`src/biq_pkg.sv`:
```
// Shared types, constants and register map of the biquad filter block.
// No dependencies; compile first.
package biq_pkg;

    localparam int SAMPLE_W        = 8;
    localparam int GAIN_W          = 16;
    localparam int COEF_W          = 16;
    localparam int XN_W            = SAMPLE_W + GAIN_W;
    localparam int FB_FRAC         = 14;
    localparam int CHUNK_W         = 16;
    localparam int MAG_W           = 33;
    localparam int MUL_A_W         = COEF_W + 1;
    localparam int MUL_B_W         = MAG_W + 1;
    localparam int PROD_W          = MUL_A_W + MUL_B_W;
    localparam int OUT_SHIFT       = 24;
    localparam int STATE_WIDTH_DEF = 40;

    localparam int APB_DATA_W      = 32;
    localparam int PADDR_W         = 5;
    localparam int REG_IDX_W       = PADDR_W - 2;

    typedef logic [REG_IDX_W-1:0] reg_idx_t;

    localparam reg_idx_t REG_INVERSE_GAIN = 3'd0;
    localparam reg_idx_t REG_OUTPUT_GAIN  = 3'd1;
    localparam reg_idx_t REG_FEEDBACK_ONE = 3'd2;
    localparam reg_idx_t REG_FEEDBACK_TWO = 3'd3;
    localparam reg_idx_t REG_LOWPASS_MODE = 3'd4;

    localparam logic [GAIN_W-1:0] INVERSE_GAIN_RST = 16'd61996;
    localparam logic [GAIN_W-1:0] OUTPUT_GAIN_RST  = 16'd271;
    localparam logic [COEF_W-1:0] FEEDBACK_ONE_RST = 16'd30950;
    localparam logic [COEF_W-1:0] FEEDBACK_TWO_RST = 16'd50874;

    typedef struct packed {
        logic [GAIN_W-1:0] inverse_gain;
        logic [GAIN_W-1:0] output_gain;
        logic [COEF_W-1:0] feedback_one;
        logic [COEF_W-1:0] feedback_two;
        logic              lowpass_mode;
    } biq_cfg_t;

    typedef struct packed {
        logic capture;
        logic calc_xn;
        logic load_pre;
        logic fb_run;
        logic update;
        logic out_mul;
        logic emit;
    } biq_cmd_t;

    typedef struct packed {
        logic fb_done;
        logic out_free;
    } biq_status_t;

    typedef enum logic [2:0] {
        ST_IDLE,
        ST_XN,
        ST_PRE,
        ST_FB,
        ST_UPD,
        ST_OMUL,
        ST_RES
    } biq_state_t;

endpackage

```
`src/biq_in_if.sv`:
```
// Input channel of the biquad filter: one sample per transfer.
// Depends on biq_pkg.
interface biq_in_if;
    logic                          valid;
    logic                          ready;
    logic [biq_pkg::SAMPLE_W-1:0]  sample_in;
    logic                          start_of_block;

    modport source (output valid, output sample_in, output start_of_block, input ready);
    modport sink (input valid, input sample_in, input start_of_block, output ready);
endinterface

```
`src/biq_out_if.sv`:
```
// Result channel of the biquad filter: one filtered sample per transfer.
// Depends on biq_pkg.
interface biq_out_if;
    logic                          valid;
    logic                          ready;
    logic [biq_pkg::SAMPLE_W-1:0]  sample_out;
    logic                          clipped;

    modport source (output valid, output sample_out, output clipped, input ready);
    modport sink (input valid, input sample_out, input clipped, output ready);
endinterface

```
`src/biq_cfg.sv`:
```
// APB register bank holding the filter gains, coefficients and mode.
// Depends on biq_pkg.
module biq_cfg (
    input  logic                               clk,
    input  logic                               rst_n,
    input  logic                               psel,
    input  logic                               penable,
    input  logic                               pwrite,
    input  logic [biq_pkg::PADDR_W-1:0]        paddr,
    input  logic [biq_pkg::APB_DATA_W-1:0]     pwdata,
    output logic [biq_pkg::APB_DATA_W-1:0]     prdata,
    output logic                               pready,
    output biq_pkg::biq_cfg_t                  cfg
);

    biq_pkg::biq_cfg_t cfg_reg;
    biq_pkg::reg_idx_t idx;
    logic              wr_en;

    assign idx    = paddr[biq_pkg::PADDR_W-1:2];
    assign wr_en  = psel && penable && pwrite;
    assign pready = 1'b1;
    assign cfg    = cfg_reg;

    always_ff @(posedge clk or negedge rst_n)
    begin
        if (!rst_n)
        begin
            cfg_reg.inverse_gain <= biq_pkg::INVERSE_GAIN_RST;
            cfg_reg.output_gain  <= biq_pkg::OUTPUT_GAIN_RST;
            cfg_reg.feedback_one <= biq_pkg::FEEDBACK_ONE_RST;
            cfg_reg.feedback_two <= biq_pkg::FEEDBACK_TWO_RST;
            cfg_reg.lowpass_mode <= 1'b0;
        end
        else if (wr_en)
        begin
            case (idx)
                biq_pkg::REG_INVERSE_GAIN: cfg_reg.inverse_gain <= pwdata[biq_pkg::GAIN_W-1:0];
                biq_pkg::REG_OUTPUT_GAIN:  cfg_reg.output_gain  <= pwdata[biq_pkg::GAIN_W-1:0];
                biq_pkg::REG_FEEDBACK_ONE: cfg_reg.feedback_one <= pwdata[biq_pkg::COEF_W-1:0];
                biq_pkg::REG_FEEDBACK_TWO: cfg_reg.feedback_two <= pwdata[biq_pkg::COEF_W-1:0];
                biq_pkg::REG_LOWPASS_MODE: cfg_reg.lowpass_mode <= pwdata[0];
                default: ;
            endcase
        end
    end

    always_comb
    begin
        prdata = '0;
        case (idx)
            biq_pkg::REG_INVERSE_GAIN: prdata[biq_pkg::GAIN_W-1:0] = cfg_reg.inverse_gain;
            biq_pkg::REG_OUTPUT_GAIN:  prdata[biq_pkg::GAIN_W-1:0] = cfg_reg.output_gain;
            biq_pkg::REG_FEEDBACK_ONE: prdata[biq_pkg::COEF_W-1:0] = cfg_reg.feedback_one;
            biq_pkg::REG_FEEDBACK_TWO: prdata[biq_pkg::COEF_W-1:0] = cfg_reg.feedback_two;
            biq_pkg::REG_LOWPASS_MODE: prdata[0] = cfg_reg.lowpass_mode;
            default: prdata = '0;
        endcase
    end

endmodule

```
`src/biq_ctrl.sv`:
```
// Sequencing state machine of the biquad filter.
// Depends on biq_pkg; drives the datapath in biq_dp through command signals.
module biq_ctrl (
    input  logic                  clk,
    input  logic                  rst_n,
    input  logic                  item_valid,
    output logic                  item_ready,
    input  biq_pkg::biq_status_t  status,
    output biq_pkg::biq_cmd_t     cmd
);

    biq_pkg::biq_state_t state_reg;
    biq_pkg::biq_state_t state_next;

    always_ff @(posedge clk or negedge rst_n)
    begin
        if (!rst_n)
        begin
            state_reg <= biq_pkg::ST_IDLE;
        end
        else
        begin
            state_reg <= state_next;
        end
    end

    always_comb
    begin
        state_next = state_reg;
        case (state_reg)
            biq_pkg::ST_IDLE:
            begin
                if (item_valid)
                begin
                    state_next = biq_pkg::ST_XN;
                end
            end
            biq_pkg::ST_XN:   state_next = biq_pkg::ST_PRE;
            biq_pkg::ST_PRE:  state_next = biq_pkg::ST_FB;
            biq_pkg::ST_FB:
            begin
                if (status.fb_done)
                begin
                    state_next = biq_pkg::ST_UPD;
                end
            end
            biq_pkg::ST_UPD:  state_next = biq_pkg::ST_OMUL;
            biq_pkg::ST_OMUL: state_next = biq_pkg::ST_RES;
            biq_pkg::ST_RES:
            begin
                if (status.out_free)
                begin
                    state_next = biq_pkg::ST_IDLE;
                end
            end
            default: state_next = biq_pkg::ST_IDLE;
        endcase
    end

    always_comb
    begin
        cmd        = '0;
        item_ready = 1'b0;
        case (state_reg)
            biq_pkg::ST_IDLE:
            begin
                item_ready  = 1'b1;
                cmd.capture = item_valid;
            end
            biq_pkg::ST_XN:   cmd.calc_xn  = 1'b1;
            biq_pkg::ST_PRE:  cmd.load_pre = 1'b1;
            biq_pkg::ST_FB:   cmd.fb_run   = 1'b1;
            biq_pkg::ST_UPD:  cmd.update   = 1'b1;
            biq_pkg::ST_OMUL: cmd.out_mul  = 1'b1;
            biq_pkg::ST_RES:  cmd.emit     = status.out_free;
            default: cmd = '0;
        endcase
    end

endmodule

```
`src/biq_dp.sv`:
```
// Datapath of the biquad filter: history, shared multiplier, accumulator
// and output register. Depends on biq_pkg; commanded by biq_ctrl.
module biq_dp #(
    parameter int STATE_WIDTH = biq_pkg::STATE_WIDTH_DEF
) (
    input  logic                          clk,
    input  logic                          rst_n,
    input  biq_pkg::biq_cfg_t             cfg,
    input  biq_pkg::biq_cmd_t             cmd,
    output biq_pkg::biq_status_t          status,
    input  logic [biq_pkg::SAMPLE_W-1:0]  sample_in,
    input  logic                          start_of_block,
    output logic                          out_valid,
    input  logic                          out_ready,
    output logic [biq_pkg::SAMPLE_W-1:0]  sample_out,
    output logic                          clipped
);

    localparam int AW     = STATE_WIDTH + biq_pkg::FB_FRAC;
    localparam int NCH    = (AW + biq_pkg::CHUNK_W - 1) / biq_pkg::CHUNK_W;
    localparam int YX_W   = NCH * biq_pkg::CHUNK_W;
    localparam int STEP_W = $clog2(2 * NCH + 1);
    localparam int CH_W   = $clog2(NCH);
    localparam logic [STEP_W-1:0]    LAST_STEP = STEP_W'(2 * NCH);
    localparam logic [STATE_WIDTH:0] MAG_CAP   = (STATE_WIDTH + 1)'(1) << 32;
    localparam int PROD_INT_W = biq_pkg::MAG_W + biq_pkg::GAIN_W - biq_pkg::OUT_SHIFT;

    logic [biq_pkg::SAMPLE_W-1:0]      sample_reg;
    logic [biq_pkg::XN_W-1:0]          xn_reg;
    logic [STATE_WIDTH-1:0]            x1_reg;
    logic [STATE_WIDTH-1:0]            x2_reg;
    logic [STATE_WIDTH-1:0]            y1_reg;
    logic [STATE_WIDTH-1:0]            y2_reg;
    logic [AW-1:0]                     acc_reg;
    logic [STEP_W-1:0]                 step_reg;
    logic                              pvalid_reg;
    logic [CH_W-1:0]                   pchunk_reg;
    logic signed [biq_pkg::PROD_W-1:0] prod_reg;
    logic [biq_pkg::MAG_W-1:0]         mag_reg;
    logic                              neg_reg;
    logic                              out_valid_reg;
    logic [biq_pkg::SAMPLE_W-1:0]      out_sample_reg;
    logic                              out_clip_reg;

    logic [STATE_WIDTH-1:0]             xn_ext;
    logic [STATE_WIDTH-1:0]             x1_dbl;
    logic [STATE_WIDTH-1:0]             pre;
    logic                               cur_term;
    logic [CH_W-1:0]                    cur_chunk;
    logic [STATE_WIDTH-1:0]             y_sel;
    logic [biq_pkg::COEF_W-1:0]         c_sel;
    logic [YX_W-1:0]                    y_ext;
    logic [biq_pkg::CHUNK_W-1:0]        chunk;
    logic signed [biq_pkg::MUL_A_W-1:0] mul_a;
    logic signed [biq_pkg::MUL_B_W-1:0] mul_b;
    logic                               mul_fire;
    logic [AW-1:0]                      prod_ext;
    logic [AW-1:0]                      term;
    logic [STATE_WIDTH-1:0]             y_new;
    logic [STATE_WIDTH-1:0]             y_mag;
    logic [STATE_WIDTH:0]               mag_ext;
    logic [PROD_INT_W-1:0]              int_part;

    assign xn_ext = {{(STATE_WIDTH - biq_pkg::XN_W){1'b0}}, xn_reg};
    assign x1_dbl = {x1_reg[STATE_WIDTH-2:0], 1'b0};
    assign pre    = cfg.lowpass_mode ? (xn_ext + x2_reg + x1_dbl) : (xn_ext + x2_reg - x1_dbl);

    assign cur_term  = step_reg[0];
    assign cur_chunk = step_reg[CH_W:1];
    assign y_sel     = cur_term ? y2_reg : y1_reg;
    assign c_sel     = cur_term ? cfg.feedback_two : cfg.feedback_one;
    assign y_ext     = {{(YX_W - STATE_WIDTH){y_sel[STATE_WIDTH-1]}}, y_sel};
    assign chunk     = y_ext[cur_chunk * biq_pkg::CHUNK_W +: biq_pkg::CHUNK_W];

    assign mul_a = cmd.out_mul ? {1'b0, cfg.output_gain} : {c_sel[biq_pkg::COEF_W-1], c_sel};
    assign mul_b = cmd.out_mul ? {1'b0, mag_reg}
                               : {{(biq_pkg::MUL_B_W - biq_pkg::CHUNK_W){1'b0}}, chunk};
    assign mul_fire = cmd.out_mul || (cmd.fb_run && (step_reg != LAST_STEP));

    assign prod_ext = {{(AW - biq_pkg::MAG_W){prod_reg[biq_pkg::MAG_W-1]}},
                       prod_reg[biq_pkg::MAG_W-1:0]};
    assign term     = prod_ext << {pchunk_reg, 4'b0000};

    assign y_new   = acc_reg[AW-1:biq_pkg::FB_FRAC];
    assign y_mag   = y_new[STATE_WIDTH-1] ? (~y_new + 1'b1) : y_new;
    assign mag_ext = {1'b0, y_mag};

    assign int_part = prod_reg[biq_pkg::MAG_W + biq_pkg::GAIN_W - 1:biq_pkg::OUT_SHIFT];

    assign status.fb_done  = (step_reg == LAST_STEP);
    assign status.out_free = !out_valid_reg || out_ready;

    assign out_valid  = out_valid_reg;
    assign sample_out = out_sample_reg;
    assign clipped    = out_clip_reg;

    // history and sequencing state
    always_ff @(posedge clk or negedge rst_n)
    begin
        if (!rst_n)
        begin
            x1_reg        <= '0;
            x2_reg        <= '0;
            y1_reg        <= '0;
            y2_reg        <= '0;
            step_reg      <= '0;
            pvalid_reg    <= 1'b0;
            out_valid_reg <= 1'b0;
        end
        else
        begin
            if (cmd.capture && start_of_block)
            begin
                x1_reg <= '0;
                x2_reg <= '0;
                y1_reg <= '0;
                y2_reg <= '0;
            end
            else if (cmd.update)
            begin
                x2_reg <= x1_reg;
                x1_reg <= xn_ext;
                y2_reg <= y1_reg;
                y1_reg <= y_new;
            end

            if (cmd.load_pre)
            begin
                step_reg   <= '0;
                pvalid_reg <= 1'b0;
            end
            else if (cmd.fb_run)
            begin
                pvalid_reg <= (step_reg != LAST_STEP);
                if (step_reg != LAST_STEP)
                begin
                    step_reg <= step_reg + 1'b1;
                end
            end

            if (cmd.emit)
            begin
                out_valid_reg <= 1'b1;
            end
            else if (out_ready)
            begin
                out_valid_reg <= 1'b0;
            end
        end
    end

    // payload
    always_ff @(posedge clk)
    begin
        if (cmd.capture)
        begin
            sample_reg <= sample_in;
        end

        if (cmd.calc_xn)
        begin
            xn_reg <= sample_reg * cfg.inverse_gain;
        end

        if (cmd.load_pre)
        begin
            acc_reg <= {pre, {biq_pkg::FB_FRAC{1'b0}}};
        end
        else if (cmd.fb_run && pvalid_reg)
        begin
            acc_reg <= acc_reg + term;
        end

        if (mul_fire)
        begin
            prod_reg   <= mul_a * mul_b;
            pchunk_reg <= cur_chunk;
        end

        if (cmd.update)
        begin
            neg_reg <= y_new[STATE_WIDTH-1];
            mag_reg <= (mag_ext > MAG_CAP) ? MAG_CAP[biq_pkg::MAG_W-1:0]
                                           : mag_ext[biq_pkg::MAG_W-1:0];
        end

        if (cmd.emit)
        begin
            if (neg_reg)
            begin
                out_sample_reg <= '0;
                out_clip_reg   <= (int_part != '0);
            end
            else if (int_part > PROD_INT_W'(255))
            begin
                out_sample_reg <= '1;
                out_clip_reg   <= 1'b1;
            end
            else
            begin
                out_sample_reg <= int_part[biq_pkg::SAMPLE_W-1:0];
                out_clip_reg   <= 1'b0;
            end
        end
    end

endmodule

```
`src/second_order_iir_biquad_top.sv`:
```
// Second-order IIR biquad on unsigned 8-bit samples: one result per input transfer.
// A new input is not accepted until the previous sample is finished, since the single
// shared 17x34 multiplier forms the feedback partial products 16 bits of history at a
// time and then the output scaling. The result sits in an output register, so the next
// sample is taken while a finished result still waits. Write the gains, coefficients
// and mode through the APB port only while the filter is idle.
// Depends on biq_pkg, biq_in_if, biq_out_if, biq_cfg, biq_ctrl and biq_dp.
module second_order_iir_biquad_top #(
    parameter int STATE_WIDTH = biq_pkg::STATE_WIDTH_DEF
) (
    input  logic                            clk,
    input  logic                            rst_n,
    biq_in_if.sink                          item,
    biq_out_if.source                       result,
    input  logic                            psel,
    input  logic                            penable,
    input  logic                            pwrite,
    input  logic [biq_pkg::PADDR_W-1:0]     paddr,
    input  logic [biq_pkg::APB_DATA_W-1:0]  pwdata,
    output logic [biq_pkg::APB_DATA_W-1:0]  prdata,
    output logic                            pready
);

    biq_pkg::biq_cfg_t    cfg;
    biq_pkg::biq_cmd_t    cmd;
    biq_pkg::biq_status_t status;

    biq_cfg u_cfg (
        .clk     (clk),
        .rst_n   (rst_n),
        .psel    (psel),
        .penable (penable),
        .pwrite  (pwrite),
        .paddr   (paddr),
        .pwdata  (pwdata),
        .prdata  (prdata),
        .pready  (pready),
        .cfg     (cfg)
    );

    biq_ctrl u_ctrl (
        .clk        (clk),
        .rst_n      (rst_n),
        .item_valid (item.valid),
        .item_ready (item.ready),
        .status     (status),
        .cmd        (cmd)
    );

    biq_dp #(
        .STATE_WIDTH (STATE_WIDTH)
    ) u_dp (
        .clk            (clk),
        .rst_n          (rst_n),
        .cfg            (cfg),
        .cmd            (cmd),
        .status         (status),
        .sample_in      (item.sample_in),
        .start_of_block (item.start_of_block),
        .out_valid      (result.valid),
        .out_ready      (result.ready),
        .sample_out     (result.sample_out),
        .clipped        (result.clipped)
    );

    a_busy_after_transfer: assert property (@(posedge clk) disable iff (!rst_n)
        item.valid && item.ready |=> !item.ready)
        else $error("input taken while a sample is in progress");

    a_clip_only_at_rail: assert property (@(posedge clk) disable iff (!rst_n)
        result.valid && (result.sample_out != 8'd0) && (result.sample_out != 8'd255)
        |-> !result.clipped)
        else $error("clip flag set on an unsaturated sample");

    a_result_after_work: assert property (@(posedge clk) disable iff (!rst_n)
        $rose(result.valid) |-> !$past(item.ready))
        else $error("result raised without a sample in progress");

endmodule
```
`src/flat_wrapper.sv`:
```
// flat-port wrapper written by rule: the top's interface ports become plain ports
module second_order_iir_biquad_top_flat 
#(
    parameter int STATE_WIDTH = biq_pkg::STATE_WIDTH_DEF
)
  (clk, rst_n, psel, penable, pwrite, paddr, pwdata, prdata, pready, item_valid, item_sample_in, item_start_of_block, item_ready, result_valid, result_sample_out, result_clipped, result_ready);
  biq_in_if item_i ();
  biq_out_if result_i ();
  input  logic clk;
  input  logic rst_n;
  input  logic psel;
  input  logic penable;
  input  logic pwrite;
  input  logic [biq_pkg::PADDR_W-1:0] paddr;
  input  logic [biq_pkg::APB_DATA_W-1:0] pwdata;
  output logic [biq_pkg::APB_DATA_W-1:0] prdata;
  output logic pready;
  input wire logic [$bits(item_i.valid)-1:0] item_valid;
  input wire logic [$bits(item_i.sample_in)-1:0] item_sample_in;
  input wire logic [$bits(item_i.start_of_block)-1:0] item_start_of_block;
  output wire logic [$bits(item_i.ready)-1:0] item_ready;
  output wire logic [$bits(result_i.valid)-1:0] result_valid;
  output wire logic [$bits(result_i.sample_out)-1:0] result_sample_out;
  output wire logic [$bits(result_i.clipped)-1:0] result_clipped;
  input wire logic [$bits(result_i.ready)-1:0] result_ready;
  assign item_i.valid = item_valid;
  assign item_i.sample_in = item_sample_in;
  assign item_i.start_of_block = item_start_of_block;
  assign item_ready = item_i.ready;
  assign result_valid = result_i.valid;
  assign result_sample_out = result_i.sample_out;
  assign result_clipped = result_i.clipped;
  assign result_i.ready = result_ready;
  second_order_iir_biquad_top #(.STATE_WIDTH(STATE_WIDTH)) u_core (.clk(clk), .rst_n(rst_n), .item(item_i), .result(result_i), .psel(psel), .penable(penable), .pwrite(pwrite), .paddr(paddr), .pwdata(pwdata), .prdata(prdata), .pready(pready));
endmodule
```
`config.mk`:
```
export PLATFORM = sky130hd
export DESIGN_NAME = second_order_iir_biquad_top_flat
export DESIGN_NICKNAME = d
export VERILOG_FILES = /design/src/biq_pkg.sv /design/src/biq_in_if.sv /design/src/biq_out_if.sv /design/src/biq_cfg.sv /design/src/biq_ctrl.sv /design/src/biq_dp.sv /design/src/second_order_iir_biquad_top.sv /design/src/flat_wrapper.sv
export SDC_FILE = /design/constraint.sdc
export NUM_CORES = 2
export LEC_CHECK = 0
export ABC_AREA = 1
export BUFFER_PORTS_ARGS = -buffer_cell sky130_fd_sc_hd__buf_2
export CORE_MARGIN = 8
export CORE_UTILIZATION = 53
export DETAILED_ROUTE_END_ITERATION = 10
export HOLD_SLACK_MARGIN = 0.08
export PLACE_DENSITY = 0.69
export SLEW_MARGIN = 5
export SYNTH_ARGS = -nofsm -noshare
export SYNTH_HDL_FRONTEND = slang
export SYNTH_SLANG_ARGS = --single-unit
```
`constraint.sdc`:
```
create_clock -name clk -period 18.15 [get_ports clk]
set_input_delay 3.63 -clock clk [delete_from_list [all_inputs] [get_ports clk]]
set_output_delay 3.63 -clock clk [all_outputs]
set_load 0.02 [all_outputs]
```
==> impl_results.md <==
- Status: complete, no violations
- Die W: 312 um
- Startpoint types: flip-flop
- Crit. End Element: flip-flop
- Worst Setup Path Type: reg2reg
- Global placer's final weighted congestion: 1.01
- Worst slew margin: 19.0%
- # hold bufs at CTS: 0
- Grt ovf: 0
- R2R Setup Slk: 8300 ps
- Tot GR Track Use: 29.5%
- Hold Fails Final Rpt: 0
- # rows: 108
- Minimum clock period: 9850 ps
- Clock-pin slew on the worst setup and hold paths: 60 ps
- I/O pins: 97
- Seq/Total Area, Yosys: 22.3%
- Max-cap violation count: 0
- DR pass1 iterations: 6
- Synth Cell Area: 0.0464 mm^2
- Starting Density: 53.5%
- Clk sink count: 382
- Drt total wl: 145000 um
- Main synth FF type: dfrtp_1
- Library cells used by synthesis: 59
- Via density: 5.57
- Hold WC Path Type: reg2reg
- Ys Warns: 0
- Post-route ant nets: 0
- Setup Total Neg Slack: 0 ps
- Final Cycle Share: 54.3%
- Core area: 0.0868 mm^2
- Drt first-iter violations: 4017
- Area delta synth->final: 5.70%
- Vias: 39.6k
- Vias in the first global route: 39.0k
- Post-route insts no fill: 7115
- Max FFs per register: 65
- Post-DR wirelength/cell: 20.4 um
- RSZ-0062 raised after global routing: false
- Clk buf depth: 3
- Nets@finish: 6825
- Worst Clk Skew: 49.4 ps
- Largest net degree at the start of global routing: 94
- DR DRC count: 0
- # setup viols final: 0
- Die area: 0.0973 mm^2
- # resized after CTS: 0
- Crit path required time: 18480 ps
- Share of cells above drive strength 1: 4.66%
- IO buf count: 61
- Arrival @ worst endpoint: 10180 ps
- CP Max Fanout: 39
- Max incr delay on CP: 890 ps
- Postcts setup bufs: 0
- H-tree depth: 2
- CTS tree: built
- DP HPWL: 118000 um
- Peak Freq: 0.102 GHz
- DIE HEIGHT: 312 um
- Antenna cells: 0
- Slew @ Worst Pin: 1210 ps
- Cells after Synth: 5967
- Initial antenna violation count: 1
- Placed Cells: 7031
- Async set or reset register ratio after synthesis: 52.9%
- Syn_area_per_cell: 7.77 um^2
- Critical-path top delay cell: a21oi_1
- Worst-Skew Late Latency: 620 ps
- Post-synth EDFFs: 166
- Seq cells post-synth: 382
- Root Driver: clkbuf_16
- Fin Hold WS: 476 ps
- Cts bufs inserted: 45
- First-pass GRT wire length: 226000 um
- Max Slew Vio Count: 0
cell usage in the layout (no fill, tap or decap), types with 17 or more instances in the layout:
master / n
inv_1: 1256
nand2_1: 1233
nor2_1: 630
fa_1: 551
o21ai_0: 317
ha_1: 298
a21oi_1: 277
dfrtp_1: 170
edfxtp_1: 166
a22oi_1: 159
nand3_1: 131
xor2_1: 93
buf_2: 60
xnor2_1: 53
clkbuf_16: 47
nor3_1: 41
buf_4: 40
nor2_2: 32
dfstp_2: 31
o211ai_1: 29
nand4_1: 28
clkinv_1: 27
o21bai_1: 25
a31oi_1: 20
a21o_1: 18
nor4_1: 17
nand3b_1: 17
conb_1: 17
cells by family (layout without fill, tap and decap cells):
| family | after synthesis | after routing | synth area share [%] |
|---|---|---|---|
| AO/OA/AOI/OAI | 924 | 924 | 11.8 |
| XOR/XNOR | 146 | 146 | 2.76 |
| adder cells (fa/ha/maj) | 849 | 849 | 31.8 |
| buffers and inverters | 1491 | 1469 | 12.3 |
| flip-flops | 382 | 382 | 22.3 |
| multiplexers | 9 | 9 | 0.194 |
| other | 2 | 17 | 0.0162 |
| AND/OR/NAND/NOR | 2164 | 2164 | 18.8 |
layer usage:
layer  part of all wire, %  vias to the layer above  GRT usage, %
met5                     0                        -             0
met3                   9.1                      226          6.35
met1                    43                    19400          40.9
met2                    45                     1596          46.5
met4                   3.2                        0          8.55
li1                      -                    18400             -
per-stage QoR:
step           util [%]  instance area [um^2]  setup WS (ps)
2_1_floorplan         -                 46400           9560
3_5_place_dp       54.9                 47600           8610
3_3_place_gp       54.9                 47600           8550
4_1_cts            56.5                 49000           8540
6_report           56.5                 49000           8300
5_1_grt            56.5                 49000           7910
critical path: cells and delay by family (launching register included):
family / cells / cell delay [ps]
buf+inv: 10 / 2450
fa+ha+maj: 7 / 3460
simple gates: 10 / 1600
flops: 1 / 430
compound gates: 3 / 1570
synthesized netlist by cell type, types with 16 or more instances:
cell type / instances / share of area [%]
a21o_1: 18 / 0.29
a21oi_1: 277 / 3.0
a22oi_1: 159 / 2.6
a31oi_1: 20 / 0.27
buf_1: 18 / 0.15
buf_2: 24 / 0.26
buf_4: 17 / 0.28
clkbuf_1: 143 / 1.2
clkinv_1: 19 / 0.15
dfrtp_1: 171 / 9.2
dfstp_2: 31 / 1.8
edfxtp_1: 166 / 11
fa_1: 551 / 24
ha_1: 298 / 8.0
inv_1: 1259 / 10
nand2_1: 1234 / 10
nand3_1: 131 / 1.4
nand3b_1: 17 / 0.28
nand4_1: 28 / 0.38
nor2_1: 633 / 5.1
nor2_2: 30 / 0.40
nor3_1: 43 / 0.46
nor4_1: 17 / 0.23
o211ai_1: 29 / 0.47
o21a_1: 16 / 0.26
o21ai_0: 319 / 3.4
o21bai_1: 25 / 0.40
xnor2_1: 53 / 1.0
xor2_1: 93 / 1.8
final cells by class:
class,count,area (um^2)
sequential,382,10400
inverter,1284,4820
multi-input combinational,4109,30400
timing repair buffer,101,614
fill,8284,37700
clock inverter,22,168
tap,1155,1450
clock buffer,62,1230
worst paths after layout:
| path | start | to | depth (start not counted) |
|---|---|---|---|
| worst max-delay path | u_core.u_ctrl.state_reg[2]$_DFFE_PN0P_ | u_core.u_dp.prod_reg[42]$_DFFE_PP_ | 30 |
| worst max register to register | u_core.u_ctrl.state_reg[2]$_DFFE_PN0P_ | u_core.u_dp.prod_reg[42]$_DFFE_PP_ | 30 |
| min in group asynchronous | rst_n | u_core.u_dp.x2_reg[22]$_DFFE_PN0P_ | 1 |
| worst min-delay path | u_core.u_dp.acc_reg[2]$_SDFFE_PP0P_ | u_core.u_dp.acc_reg[2]$_SDFFE_PP0P_ | 2 |
| worst min register to register | u_core.u_dp.acc_reg[2]$_SDFFE_PP0P_ | u_core.u_dp.acc_reg[2]$_SDFFE_PP0P_ | 2 |
| max in group asynchronous | rst_n | u_core.u_cfg.cfg[39]$_DFFE_PN0P_ | 3 |
Power is not shown: default switching activity piles up to over one toggle a cycle in this logic, so the estimate is an artifact.
